**src/sv/lpb_pkg.sv**
```systemverilog
// Shared types and constants for the LED PWM breathing controller.
package lpb_pkg;

    // Field widths
    localparam int unsigned PERIOD_W = 16;
    localparam int unsigned STEP_W   = 15;
    localparam int unsigned DUTY_W   = 16;
    localparam int unsigned MODE_W   = 2;

    // Stream payload widths (padded to whole bytes)
    localparam int unsigned S_TDATA_W = 24;
    localparam int unsigned M_TDATA_W = 24;

    // Configuration register indexes
    localparam int unsigned CFG_IDX_W = 1;
    localparam logic [CFG_IDX_W-1:0] CFG_PWM_PERIOD = 1'b0;
    localparam logic [CFG_IDX_W-1:0] CFG_PULSE_STEP = 1'b1;

    // Reset values
    localparam logic [PERIOD_W-1:0] PERIOD_RESET  = 16'd400;
    localparam logic [STEP_W-1:0]   STEP_RESET    = 15'd10;
    localparam logic [DUTY_W-1:0]   ON_TIME_RESET = 16'd400;

    // LED modes
    typedef enum logic [MODE_W-1:0] {
        MODE_OFF   = 2'd0,
        MODE_ON    = 2'd1,
        MODE_BLINK = 2'd2,
        MODE_PULSE = 2'd3
    } t_mode;

    // Result of one timer event
    typedef struct packed {
        logic              led_level;
        logic              reload_written;
        logic [DUTY_W-1:0] reload_value;
    } t_result;

endpackage

```
**src/sv/led_pwm_mode_breathing_top.sv**
```systemverilog
// LED PWM breathing controller: mode decode, pulse ramp and PWM phase toggle.
//
// Each input item is one expiry of the PWM interval timer and yields exactly one result
// item: the LED level for the next interval, a reload flag and the reload count. An item
// is taken into an input register, worked on by one short combinational pass (the pulse
// ramp, duty saturation against the period and the off/on phase choice) and placed in the
// result register, which also updates the ramp and phase state. The result becomes valid
// when the item passes from the input register into the result register.
// One item is accepted every cycle while the result side keeps up. The result register
// parts the two sides, so a stalled output holds one finished item while the next waits
// in the input register. pwm_period and pulse_step are written through the plain write
// port and take effect for the next item processed.
module led_pwm_mode_breathing_top (
    input  logic                          i_clk,
    input  logic                          i_rst_n,
    // configuration write port
    input  logic                          i_cfg_we,
    input  logic [lpb_pkg::CFG_IDX_W-1:0] i_cfg_idx,
    input  logic [lpb_pkg::PERIOD_W-1:0]  i_cfg_data,
    // input stream
    input  logic                          s_axis_tvalid,
    output logic                          s_axis_tready,
    input  logic [lpb_pkg::S_TDATA_W-1:0] s_axis_tdata,  // [15:0] duty, [16] blink_phase
    input  logic [lpb_pkg::MODE_W-1:0]    s_axis_tuser,  // [1:0] mode
    // result stream
    output logic                          m_axis_tvalid,
    input  logic                          m_axis_tready,
    output logic [lpb_pkg::M_TDATA_W-1:0] m_axis_tdata,  // [0] led_level, [16:1] reload_value
    output logic [0:0]                    m_axis_tuser   // [0] reload_written
);

    // Configuration registers
    logic [lpb_pkg::PERIOD_W-1:0] r_period;
    logic [lpb_pkg::STEP_W-1:0]   r_step;

    // Controller state
    logic [lpb_pkg::DUTY_W-1:0] r_on_time;
    logic                       r_ramp_down;
    logic                       r_next_off;

    // Input register
    logic                       r_in_valid;
    lpb_pkg::t_mode             r_in_mode;
    logic [lpb_pkg::DUTY_W-1:0] r_in_duty;
    logic                       r_in_phase;

    // Result register
    logic             r_out_valid;
    lpb_pkg::t_result r_out;

    // Next values
    logic [lpb_pkg::DUTY_W-1:0] n_on_time;
    logic                       n_ramp_down;
    logic                       n_next_off;
    lpb_pkg::t_result           n_out;

    // Datapath intermediates
    logic                       advance;
    logic                       fire;
    logic [lpb_pkg::DUTY_W-1:0] step_ext;
    logic [lpb_pkg::DUTY_W-1:0] dec_time;
    logic [lpb_pkg::DUTY_W-1:0] mid_time;
    logic                       mid_down;
    logic [lpb_pkg::DUTY_W-1:0] inc_time;
    logic signed [lpb_pkg::PERIOD_W+1:0] top;
    logic                       hit_top;
    logic [lpb_pkg::DUTY_W-1:0] pulse_time;
    logic                       pulse_down;
    logic [lpb_pkg::DUTY_W-1:0] duty_sel;
    logic [lpb_pkg::DUTY_W-1:0] duty_sat;
    logic                       enable;

    // Handshake: result register frees when empty or taken
    assign advance       = !r_out_valid || m_axis_tready;
    assign s_axis_tready = !r_in_valid || advance;
    assign fire          = r_in_valid && advance;

    // Pulse ramp: decrement while ramping down; at the bottom, or while ramping up, increment in the same event
    always_comb begin
        step_ext = {1'b0, r_step};
        dec_time = r_on_time - step_ext;
        if (r_ramp_down) begin
            mid_time = dec_time;
            mid_down = !(dec_time <= step_ext);
        end else begin
            mid_time = r_on_time;
            mid_down = 1'b0;
        end
        inc_time = mid_time + step_ext;
        top      = $signed({2'b00, r_period}) - $signed({3'b000, r_step});
        hit_top  = $signed({2'b00, inc_time}) >= top;
        if (mid_down) begin
            pulse_time = mid_time;
            pulse_down = 1'b1;
        end else begin
            pulse_time = inc_time;
            pulse_down = hit_top;
        end
    end

    // Mode decode and duty saturation
    always_comb begin
        n_on_time   = r_on_time;
        n_ramp_down = r_ramp_down;
        case (r_in_mode)
            lpb_pkg::MODE_OFF: begin
                enable   = 1'b0;
                duty_sel = '0;
            end
            lpb_pkg::MODE_ON: begin
                enable   = 1'b1;
                duty_sel = r_in_duty;
            end
            lpb_pkg::MODE_BLINK: begin
                enable   = r_in_phase;
                duty_sel = r_in_duty;
            end
            default: begin
                enable      = 1'b1;
                duty_sel    = pulse_time;
                n_on_time   = pulse_time;
                n_ramp_down = pulse_down;
            end
        endcase
        duty_sat = (duty_sel > r_period) ? r_period : duty_sel;
    end

    // PWM phase choice
    always_comb begin
        n_next_off = r_next_off;
        if (enable) begin
            n_out.reload_written = 1'b1;
            if (r_next_off) begin
                n_out.led_level    = 1'b0;
                n_out.reload_value = r_period - duty_sat;
                n_next_off         = 1'b0;
            end else begin
                n_out.led_level    = 1'b1;
                n_out.reload_value = duty_sat;
                n_next_off         = 1'b1;
            end
        end else begin
            n_out.led_level      = 1'b0;
            n_out.reload_written = 1'b0;
            n_out.reload_value   = '0;
        end
    end

    // Configuration writes
    always_ff @(posedge i_clk) begin
        if (!i_rst_n) begin
            r_period <= lpb_pkg::PERIOD_RESET;
            r_step   <= lpb_pkg::STEP_RESET;
        end else if (i_cfg_we) begin
            unique case (i_cfg_idx)
                lpb_pkg::CFG_PWM_PERIOD: r_period <= i_cfg_data;
                lpb_pkg::CFG_PULSE_STEP: r_step   <= i_cfg_data[lpb_pkg::STEP_W-1:0];
                default:                 r_period <= r_period;
            endcase
        end
    end

    // Input register
    always_ff @(posedge i_clk) begin
        if (!i_rst_n) begin
            r_in_valid <= 1'b0;
        end else if (s_axis_tready) begin
            r_in_valid <= s_axis_tvalid;
        end
    end

    always_ff @(posedge i_clk) begin
        if (s_axis_tready && s_axis_tvalid) begin
            r_in_mode  <= lpb_pkg::t_mode'(s_axis_tuser);
            r_in_duty  <= s_axis_tdata[lpb_pkg::DUTY_W-1:0];
            r_in_phase <= s_axis_tdata[lpb_pkg::DUTY_W];
        end
    end

    // State and result register
    always_ff @(posedge i_clk) begin
        if (!i_rst_n) begin
            r_on_time   <= lpb_pkg::ON_TIME_RESET;
            r_ramp_down <= 1'b1;
            r_next_off  <= 1'b1;
            r_out_valid <= 1'b0;
        end else begin
            if (advance) begin
                r_out_valid <= r_in_valid;
            end
            if (fire) begin
                r_on_time   <= n_on_time;
                r_ramp_down <= n_ramp_down;
                r_next_off  <= n_next_off;
            end
        end
    end

    always_ff @(posedge i_clk) begin
        if (fire) begin
            r_out <= n_out;
        end
    end

    // Output packing
    assign m_axis_tvalid = r_out_valid;
    assign m_axis_tdata  = {{(lpb_pkg::M_TDATA_W - lpb_pkg::DUTY_W - 1){1'b0}},
                            r_out.reload_value, r_out.led_level};
    assign m_axis_tuser  = r_out.reload_written;

    // Checks
    a_no_reload_zero: assert property (@(posedge i_clk) disable iff (!i_rst_n)
        (r_out_valid && !r_out.reload_written) |-> (r_out.reload_value == '0 && !r_out.led_level))
        else $error("result without reload carries data");

    a_phase_toggles: assert property (@(posedge i_clk) disable iff (!i_rst_n)
        (fire && enable) |=> (r_next_off != $past(r_next_off)))
        else $error("PWM phase did not alternate on enabled event");

    a_phase_held: assert property (@(posedge i_clk) disable iff (!i_rst_n)
        (fire && !enable) |=> $stable(r_next_off))
        else $error("PWM phase moved on disabled event");

    a_in_held: assert property (@(posedge i_clk) disable iff (!i_rst_n)
        (r_in_valid && !advance) |=> (r_in_valid && $stable(r_in_duty) && $stable(r_in_mode)))
        else $error("pending input item lost during stall");

    a_ramp_only_pulse: assert property (@(posedge i_clk) disable iff (!i_rst_n)
        (fire && r_in_mode != lpb_pkg::MODE_PULSE) |=> $stable(r_on_time))
        else $error("on-time changed outside pulse mode");

endmodule
```
**config.mk**
```make
export PLATFORM = sky130hd
export DESIGN_NAME = led_pwm_mode_breathing_top
export DESIGN_NICKNAME = d
export VERILOG_FILES = /design/src/sv/lpb_pkg.sv /design/src/sv/led_pwm_mode_breathing_top.sv
export SDC_FILE = /design/constraint.sdc
export NUM_CORES = 1
export LEC_CHECK = 0
export BUFFER_PORTS_ARGS = -buffer_cell sky130_fd_sc_hd__clkbuf_2
export CELL_PAD_IN_SITES_DETAIL_PLACEMENT = 0
export CELL_PAD_IN_SITES_GLOBAL_PLACEMENT = 2
export CORE_MARGIN = 2
export CORE_UTILIZATION = 37
export DETAILED_ROUTE_END_ITERATION = 10
export GPL_TIMING_DRIVEN = 0
export PLACE_DENSITY_LB_ADDON = 0.25
export SETUP_SLACK_MARGIN = 0.2
export SYNTH_ARGS = -nofsm -noshare
export SYNTH_HDL_FRONTEND = slang
export SYNTH_SLANG_ARGS = --single-unit
```
**constraint.sdc**
```tcl
create_clock -name i_clk -period 13.8 [get_ports i_clk]
set_clock_uncertainty 0.15 [all_clocks]
set_input_delay 0 -clock i_clk [delete_from_list [all_inputs] [get_ports i_clk]]
set_output_delay 0 -clock i_clk [all_outputs]
set_load 0.01 [all_outputs]
```
==> reports/qor.csv, run 1 <==
stage,metric,value,unit
clock_network,clock slew at reported path FFs,70,ps
synthesis,Main synth FF type,dfxtp_1,
clock_network,TritonCTS Sinks,88,
floorplanning,Die ar.,24300,µm²
power_and_ir_drop,Sw Ratio,0.443,
critical_path,crit path DAT,12540,ps
critical_path,crit-path max FO,10,
clock_network,Post-CTS Setup Bufs,0,
synthesis,"flops & latches, synth",88,
global_routing,pin count of the biggest net entering global routing,20,
synthesis,Yosys warnings,0,
floorplanning,chip width,156,µm
floorplanning,core area,22600,µm²
worst_hold_path,Hold EP,r_in_duty[3],
synthesis,biggest area consumer among synthesized cells,ha_1,
finish,NumNets Final,1334,
sta,crit path time final,12590,ps
floorplanning,Starting Density,0.377,
detailed_routing,Detailed Route Iter0 Violations,536,
critical_path,most frequent CP cell,a21oi_1,
finish,"commonest non-fill, non-tap cell in the layout",nand2_1,
power_and_ir_drop,Combinational Power Share,0.582,
global_routing,gr usage total,0.241,
placed_design,dpl ws,303,ps
finish,fillcell total,2308,
synthesis,Post-Syn Instances,1060,
global_routing,number of global-route vias before repair,7552,
power_and_ir_drop,peak supply drop,0.0650,mV
critical_path,WS Path Type,reg2reg,
detailed_routing,DR WL met2,12.7,mm
detailed_routing,remaining antenna violation count after routing,0,
placed_design,area post-placement,9220,µm²
finish,share of layout cells above drive strength 1,0.103,
synthesis,ranking of synthesized cells by area,"ha_1, edfxtp_1, dfxtp_1",
synthesis,post-synth top area share,0.150,
critical_path,CP max-delay cell,a2111oi_2,
power_and_ir_drop,P_sw,624,µW
placed_design,IO Port Bufs,59,
sta,unrepaired setup endpoints after global routing,false,
clock_network,maximum clock insertion buffer count,2,
synthesis,Synth cell types,75,
global_routing,first-pass GRT wire length,44.1,mm
sta,Max transition margin,0.211,
sta,Max Slew Vio Count,0,
clock_network,Worst-Skew Late Latency,360,ps
clock_network,H-tree depth,3,
job,Max-cap violations,0,
synthesis,Post-synth ARST share,0,
placed_design,gpl congestion,0.921,
detailed_routing,first drt pass iteration count,5,
finish,most frequent cells in the layout,"nand2_1, ha_1, a21oi_1, nor2_1, inv_1",
sta,actual slew at the worst max-slew pin,1180,ps
floorplanning,# IOs,75,
placed_design,HPWL after DPL,22.9,mm
floorplanning,num rows,55,
power_and_ir_drop,Seq pwr share,0.222,
status,outcome,completed,
critical_path,reg-to-reg setup timing slack,1210,ps
clock_network,Inserted Clock Buffers,9,
global_routing,antenna violations before repair,2,
detailed_routing,via/cell ratio,5.52,
power_and_ir_drop,Clock Power Share,0.196,
worst_hold_path,hold crit path type,in2reg,
worst_hold_path,min-delay src,s_axis_tdata[3],
sta,fin crit share,0.913,
sta,Setup WS post-layout,1210,ps
synthesis,"EDFF count, synth",37,
detailed_routing,Post-Route WL,28.9,mm
critical_path,worst r2r path cells,49,
power_and_ir_drop,total power,1410,µW
finish,ANT cells,0,
critical_path,element type at the critical path end,flip-flop,
finish,Area growth syn-to-layout,17.0,%
power_and_ir_drop,Static Leak,0.00435,µW
sta,maximum clock frequency,79.4,MHz
detailed_routing,DR vias,8118,
finish,final core utilization,0.441,
finish,final instance area,9980,µm²
sta,Final Setup Violations,0,
floorplanning,Die Y,156,µm
power_and_ir_drop,Pint,783,µW
power_and_ir_drop,Power Dens Cells,141,nW/µm²
critical_path,CP Data Required Time,13750,ps
clock_network,CTS Root Cell,clkbuf_16,
clock_network,TritonCTS clock tree,yes,
critical_path,crit path launch type,flip-flop,
detailed_routing,DR WL/cell,19.6,µm
detailed_routing,DRC viols,0,
critical_path,crit-path max cell delay,510,ps
detailed_routing,met1 wire length,14.4,mm
synthesis,register area share after synthesis,0.250,
critical_path,Reg2Reg Capture Point,m_axis_tdata[11],
global_routing,gr ovfl total,0,
detailed_routing,met3 routed wirelength,1.49,mm
sta,setup TNS after final layout,0,ps
synthesis,Post-Syn Area per Cell,8.05,µm²
sta,Final Hold Fails,0,
worst_hold_path,Hold Crit Depth,2,
synthesis,Mapped Area,8530,µm²
critical_path,FF-to-FF Start,r_step[0],
detailed_routing,top routing layer in use,met4,
-- worst max-delay path, delay by kind of cell (launching register included) --
family                     cells  cell delay [ps]
buffers and inverters          6             1570
DFF                            1              480
adders and majority gates      6             1660
muxes                          1              200
AOI/OAI and AO/OA             27             6800
xor gates and xnor gates       2              390
and+or+nand+nor                7             1050
-- synthesized netlist by cell type, types with 7 or more instances --
cell type and instances:
nor2_1 77, buf_4 7, o21a_1 18, inv_1 76, clkbuf_1 35, and3_1 7, o211a_1 11, xor2_1 8
nand2_1 136, xnor2_1 35, or3_1 10, mux2i_1 19, o21ai_0 48, o211ai_1 20, and2_1 8, a21boi_0 32
nor3_1 19, nand4_1 11, a21o_1 20, nor3b_1 9, nand2b_1 17, a211oi_1 7, nor2b_1 15, a21oi_1 79
dfxtp_1 51, nand3_1 17, ha_1 102, edfxtp_1 37, mux2_2 19, a31oi_1 12
-- final cells by class --
type                            count  area (µm²)  area share
Multi-Input combinational cell    850        5910       0.592
Sequential cell                    88        2130       0.214
Timing Repair Buffer              103         741      0.0742
Tap cell                          285         357      0.0357
Inverter                           77         289      0.0290
Buffer                             51         238      0.0238
Clock buffer                       11         233      0.0233
Clock inverter                      5        81.3     0.00815
-- power groups by stage --
stage / clock network [µW] / logic [µW] / registers, µW
floorplan: 0 / 577 / 318
global placement: 0 / 789 / 317
detailed placement: 0 / 790 / 318
CTS: 279 / 806 / 312
global route: 287 / 907 / 314
finish: 276 / 819 / 312
-- layer usage --
| metal | vias to the layer above | global-route usage |
|---|---|---|
| met5 | - | 0 |
| met4 | 0 | 0.0542 |
| met3 | 17 | 0.0303 |
| met2 | 222 | 0.379 |
| met1 | 3808 | 0.351 |
| li1 | 4071 | - |
-- worst max path at each step --
stage / start / end / slack, ps / depth (start not counted)
3_5_place_dp: r_step[0] / m_axis_tdata[11] / 300 / 49
2_1_floorplan: r_step[0] / m_axis_tdata[11] / 3330 / 49
4_1_cts: r_step[0] / m_axis_tdata[11] / 270 / 49
6_report: r_step[0] / m_axis_tdata[11] / 1210 / 49
3_3_place_gp: r_step[0] / m_axis_tdata[14] / 280 / 49
5_1_grt: r_step[0] / m_axis_tdata[11] / 220 / 49
-- what timing repair did --
item,CTS,global route
endpoints found under the setup margin,0,11
hold buffers,43,0
hold endpoints to repair,53,0
gates resized for setup,0,9
-- flip-flops by register name (all words and copies together), names as in the netlist --
signal and flops:
m_axis_tuser 1, r_ramp_down 1, r_in_mode 2, r_step 15, r_on_time 16, r_in_duty 16, r_next_off 1, m_axis_tvalid 1
r_in_phase 1, r_period 16, r_in_valid 1, m_axis_tdata 17
-- through the flow --
stage / cells / hold slack [ps]
global route: 1470 / 198
detailed placement: 1411 / 28.6
CTS: 1470 / 189
floorplan: 1066 / -51.1
global placement: 1410 / 27.5
finish: 1470 / 200
-- cell families after synthesis --
| logic type | after synthesis | synth area share |
|---|---|---|
| simple gates | 345 | 0.189 |
| compound gates | 310 | 0.247 |
| buf+inv | 128 | 0.0613 |
| fa+ha+maj | 107 | 0.160 |
| flops | 88 | 0.250 |
| xor+xnor | 43 | 0.0441 |
| mux | 38 | 0.0474 |
| other cells | 1 | 0.000440 |
No activity file was read; power rests on OpenSTA's default activity.
==> run 2, diff against run 1 <==
==> constraint.sdc (replaced) <==
create_clock -name i_clk -period 13.8 [get_ports i_clk]
set_clock_uncertainty 0.15 [all_clocks]
set_input_delay 2.76 -clock i_clk [delete_from_list [all_inputs] [get_ports i_clk]]
set_output_delay 2.76 -clock i_clk [all_outputs]
set_load 0.01 [all_outputs]
==> reports/qor.csv, run 2 (synthesized netlist as in run 1, its figures left out) <==
stage,metric,value,unit
critical_path,crit path DAT,12520,ps
clock_network,maximum clock insertion buffer count,2,
critical_path,crit-path max FO,10,
global_routing,gr ovfl total,0,
clock_network,Post-CTS Setup Bufs,0,
critical_path,crit-path max cell delay,580,ps
clock_network,# hold bufs at CTS,0,
floorplanning,chip width,156,µm
floorplanning,# IOs,75,
clock_network,TritonCTS clock tree,yes,
clock_network,CTS Root Cell,clkbuf_16,
critical_path,critical path depth,49,
sta,Max Slew Vio Count,0,
placed_design,area post-placement,9220,µm²
clock_network,Inserted Clock Buffers,9,
finish,share of layout cells above drive strength 1,0.107,
global_routing,first-pass GRT wire length,43.6,mm
detailed_routing,DR WL/cell,20.0,µm
power_and_ir_drop,peak supply drop,0.0650,mV
power_and_ir_drop,Seq pwr share,0.224,
power_and_ir_drop,Static Leak,0.00417,µW
clock_network,# resized after CTS,0,
sta,Final Hold Fails,0,
finish,max reg flops,17,
global_routing,pin count of the biggest net entering global routing,20,
clock_network,H-tree depth,3,
floorplanning,Die ar.,24300,µm²
placed_design,HPWL after DPL,22.9,mm
finish,"commonest non-fill, non-tap cell in the layout",nand2_1,
finish,fillcell total,2351,
worst_hold_path,hold crit path type,reg2reg,
global_routing,number of global-route vias before repair,7367,
sta,crit path time final,12590,ps
power_and_ir_drop,Sw Ratio,0.444,
global_routing,gr usage total,0.238,
detailed_routing,DR vias,7967,
clock_network,clock slew at reported path FFs,70,ps
critical_path,CP max-delay cell,a211oi_1,
critical_path,WP buf/inv,7,
detailed_routing,first drt pass iteration count,7,
sta,fin crit share,0.912,
status,outcome,completed,
clock_network,TritonCTS Sinks,88,
clock_network,Worst-Skew Late Latency,360,ps
critical_path,crit path launch type,flip-flop,
power_and_ir_drop,total power,1400,µW
critical_path,most frequent CP cell,a21oi_1,
critical_path,WS Path Type,reg2reg,
detailed_routing,DRC viols,0,
sta,maximum clock frequency,79.4,MHz
detailed_routing,via/cell ratio,5.58,
finish,ANT cells,0,
worst_hold_path,Hold Crit Depth,2,
critical_path,CP Data Required Time,13730,ps
critical_path,worst r2r path cells,49,
sta,unrepaired setup endpoints after global routing,false,
floorplanning,Die Y,156,µm
detailed_routing,remaining antenna violation count after routing,0,
sta,actual slew at the worst max-slew pin,1180,ps
placed_design,IO Port Bufs,59,
power_and_ir_drop,Pint,775,µW
power_and_ir_drop,Clock Power Share,0.197,
finish,most frequent cells in the layout,"nand2_1, ha_1, a21oi_1, nor2_1, inv_1",
floorplanning,num rows,55,
critical_path,largest delay contributor family on the critical path,compound AO/OA/AOI/OAI gates,
detailed_routing,Detailed Route Iter0 Violations,521,
sta,hold_ws,340,ps
power_and_ir_drop,P_sw,620,µW
job,Max-cap violations,0,
global_routing,antenna violations before repair,2,
power_and_ir_drop,Combinational Power Share,0.579,
detailed_routing,Post-Route WL,28.5,mm
critical_path,element type at the critical path end,flip-flop,
floorplanning,Starting Density,0.377,
finish,final core utilization,0.422,
finish,NumNets Final,1291,
power_and_ir_drop,Power Dens Cells,146,nW/µm²
sta,Max transition margin,0.211,
finish,Area growth syn-to-layout,12.0,%
floorplanning,core area,22600,µm²
placed_design,gpl congestion,0.921,
finish,final instance area,9550,µm²
sta,setup TNS after final layout,0,ps
sta,Final Setup Violations,0,
[run 2: cell count changes in the layout (fill, tap and decap cells not counted)]
cell           change
dlygate4sd3_1     -43
[run 2: worst paths after layout]
kind | startpoint | endpoint | slack [ps]
min | r_step[11] | r_step[11] | 340
max | r_step[0] | m_axis_tdata[14] | 1210
min reg2reg | r_step[11] | r_step[11] | 340
max reg2reg | r_step[0] | m_axis_tdata[14] | 1210
[run 2: power groups by stage]
stage	clock, µW	sequential, µW	combinational [µW]
after floorplan	0	318	577
after global placement	0	317	789
after detailed placement	0	318	790
after CTS	279	312	796
after global routing	287	314	897
final	275	312	808
[run 2: area by class of cell]
type	count	area, µm²	share of cell area
flip-flops and latches	88	2130	0.223
clock inverters	5	81.3	0.00851
plain buffers	51	238	0.0249
multi-input cells	850	5910	0.619
repair buffers	60	310	0.0325
clock buffers	11	233	0.0244
well taps	285	357	0.0373
inverters	77	289	0.0303
[run 2: worst reg2reg max path, delay by kind of cell, from the launching register on]
family / cells / cell delay, ps
adders and majority gates: 5 / 1460
buffers and inverters: 7 / 1690
AOI/OAI and AO/OA: 26 / 6620
DFF: 1 / 490
xor gates and xnor gates: 1 / 190
and+or+nand+nor: 10 / 1720
[run 2: stage by stage]
step / cells / setup slack (ps)
after floorplan: 1066 / 3330
after global placement: 1410 / 282
after detailed placement: 1411 / 303
after CTS: 1427 / 268
after global routing: 1427 / 216
final: 1427 / 1210
[run 2: metal layers]
layer,wire [µm],share of wire,vias up,global-route usage
li1,-,-,3987,-
met1,14000,0.49,3731,0.350
met2,12400,0.44,229,0.371
met3,1720,0.060,20,0.0319
met4,343,0.012,0,0.0542
met5,0,0,-,0
==> run 3, diff against run 2 <==
--- a/config.mk
+++ b/config.mk
@@ -6,5 +6,5 @@
 export NUM_CORES = 1
 export LEC_CHECK = 0
-export BUFFER_PORTS_ARGS = -buffer_cell sky130_fd_sc_hd__clkbuf_2
+export BUFFER_PORTS_ARGS = -buffer_cell sky130_fd_sc_hd__buf_2
 export CELL_PAD_IN_SITES_DETAIL_PLACEMENT = 0
 export CELL_PAD_IN_SITES_GLOBAL_PLACEMENT = 2
--- a/constraint.sdc
+++ b/constraint.sdc
@@ -3,3 +3,3 @@
 set_input_delay 2.76 -clock i_clk [delete_from_list [all_inputs] [get_ports i_clk]]
 set_output_delay 2.76 -clock i_clk [all_outputs]
-set_load 0.01 [all_outputs]
+set_load 0.005 [all_outputs]
==> reports/qor.csv, run 3 (synthesized netlist as in run 1, its figures left out) <==
stage,metric,value,unit
sta,maximum clock frequency,79.7,MHz
sta,fin crit share,0.909,
finish,Area growth syn-to-layout,11.8,%
sta,Max Slew Vio Count,0,
finish,area of the multi-input gates,5920,µm²
floorplanning,Die Y,156,µm
floorplanning,Die ar.,24300,µm²
floorplanning,chip width,156,µm
finish,NumNets Final,1291,
clock_network,Inserted Clock Buffers,9,
worst_hold_path,Hold EP,r_step[12],
finish,sequential cell area,2130,µm²
floorplanning,core area,22600,µm²
detailed_routing,via/cell ratio,5.56,
sta,Max transition margin,0.206,
power_and_ir_drop,Power Dens Cells,144,nW/µm²
power_and_ir_drop,Static Leak,0.00415,µW
global_routing,first-pass GRT wire length,43.9,mm
critical_path,most frequent CP cell,a21oi_1,
critical_path,worst r2r path cells,49,
sta,Final Setup Violations,0,
critical_path,WS Path Type,reg2reg,
critical_path,FF-to-FF Start,r_step[0],
floorplanning,num rows,55,
clock_network,clock slew at reported path FFs,70,ps
finish,most frequent cells in the layout,"nand2_1, ha_1, a21oi_1, nor2_1, inv_1",
placed_design,IO Port Bufs,59,
clock_network,maximum clock insertion buffer count,2,
global_routing,number of global-route vias before repair,7464,
placed_design,HPWL after DPL,22.9,mm
detailed_routing,first drt pass iteration count,5,
finish,max reg flops,17,
clock_network,TritonCTS Sinks,88,
finish,share of layout cells above drive strength 1,0.108,
critical_path,Reg2Reg Capture Point,m_axis_tdata[11],
critical_path,crit path DAT,12490,ps
global_routing,pin count of the biggest net entering global routing,20,
finish,"commonest non-fill, non-tap cell in the layout",nand2_1,
detailed_routing,Detailed Route Iter0 Violations,507,
floorplanning,Starting Density,0.377,
detailed_routing,DR vias,7933,
critical_path,CP max-delay cell,a2111oi_2,
critical_path,crit-path max FO,10,
status,outcome,completed,
critical_path,crit path launch type,flip-flop,
worst_hold_path,hold crit path type,reg2reg,
power_and_ir_drop,peak supply drop,0.0605,mV
sta,crit path time final,12540,ps
worst_hold_path,min-delay src,r_step[12],
global_routing,gr ovfl total,0,
detailed_routing,DR WL/cell,20.0,µm
sta,unrepaired setup endpoints after global routing,false,
critical_path,element type at the critical path end,flip-flop,
global_routing,gr usage total,0.239,
finish,final core utilization,0.421,
clock_network,H-tree depth,3,
detailed_routing,Post-Route WL,28.5,mm
critical_path,CP Data Required Time,13750,ps
floorplanning,# IOs,75,
sta,setup TNS after final layout,0,ps
sta,actual slew at the worst max-slew pin,1190,ps
clock_network,Worst-Skew Late Latency,360,ps
global_routing,antenna violations before repair,1,
detailed_routing,remaining antenna violation count after routing,0,
sta,Final Hold Fails,0,
clock_network,Post-CTS Setup Bufs,0,
critical_path,reg-to-reg setup timing slack,1260,ps
clock_network,TritonCTS clock tree,yes,
worst_hold_path,Hold Crit Depth,2,
critical_path,crit-path max cell delay,500,ps
finish,fillcell total,2316,
placed_design,area post-placement,9220,µm²
finish,final instance area,9540,µm²
clock_network,CTS Root Cell,clkbuf_16,
detailed_routing,DRC viols,0,
job,Max-cap violations,0,
placed_design,gpl congestion,0.918,
finish,ANT cells,0,
-- run 3: changes by cell type in the layout (fill, tap and decap cells not counted), moves of 2 or more --
cell,change
buf_2,+59
clkbuf_2,-59
clkbuf_1,-2
clkinv_1,+2
-- run 3: final cells by class --
| cell class | count | share of cell area |
|---|---|---|
| repair buffers | 60 | 0.0325 |
| multi-input cells | 850 | 0.620 |
| well taps | 285 | 0.0374 |
| plain buffers | 51 | 0.0249 |
| flip-flops and latches | 88 | 0.224 |
| clock buffers | 9 | 0.0236 |
| inverters | 77 | 0.0303 |
| clock inverters | 7 | 0.00735 |
-- run 3: how the worst max path moves through the flow --
stage	start	to	slack, ps	cells after the start
floorplan	r_step[0]	m_axis_tdata[11]	3330	49
global placement	r_step[0]	m_axis_tdata[14]	270	49
detailed placement	r_step[0]	m_axis_tdata[11]	200	49
CTS	r_step[0]	m_axis_tdata[11]	400	49
global route	r_step[0]	m_axis_tdata[11]	360	51
finish	r_step[0]	m_axis_tdata[11]	1260	49
-- run 3: through the flow --
step / instances / hold slack [ps] / power (µW) / setup slack, ps
after floorplan: 1066 / 311 / 891 / 3330
after global placement: 1410 / 332 / 1100 / 272
after detailed placement: 1411 / 337 / 1100 / 201
after CTS: 1427 / 348 / 1370 / 404
after global routing: 1427 / 370 / 1480 / 357
final: 1427 / 348 / 1370 / 1260
-- run 3: routing by layer --
metal  vias to the layer above  share of wire  track usage
met5                         -              0            0
met4                         0          0.015       0.0529
met3                        19          0.052       0.0283
met2                       224           0.43        0.377
met1                      3705           0.50        0.350
li1                       3985              -            -
-- run 3: critical path, delay by kind of cell, from the launching register on --
family,cells,cell delay [ps]
compound gates,27,6760
mux,1,200
xor+xnor,2,390
flops,1,480
simple gates,7,1060
buf+inv,6,1560
fa+ha+maj,6,1680
-- run 3: repair_timing --
action                                  in CTS  in global routing
hold buffers                                 0                  0
gates cloned                                 0                  0
endpoints found under the setup margin       2                 11
resized for setup                            1                  9
-- run 3: power by group --
part / internal (µW) / switching [µW]
combinational: 316 / 488
clock: 140 / 117
sequential: 300 / 11.9
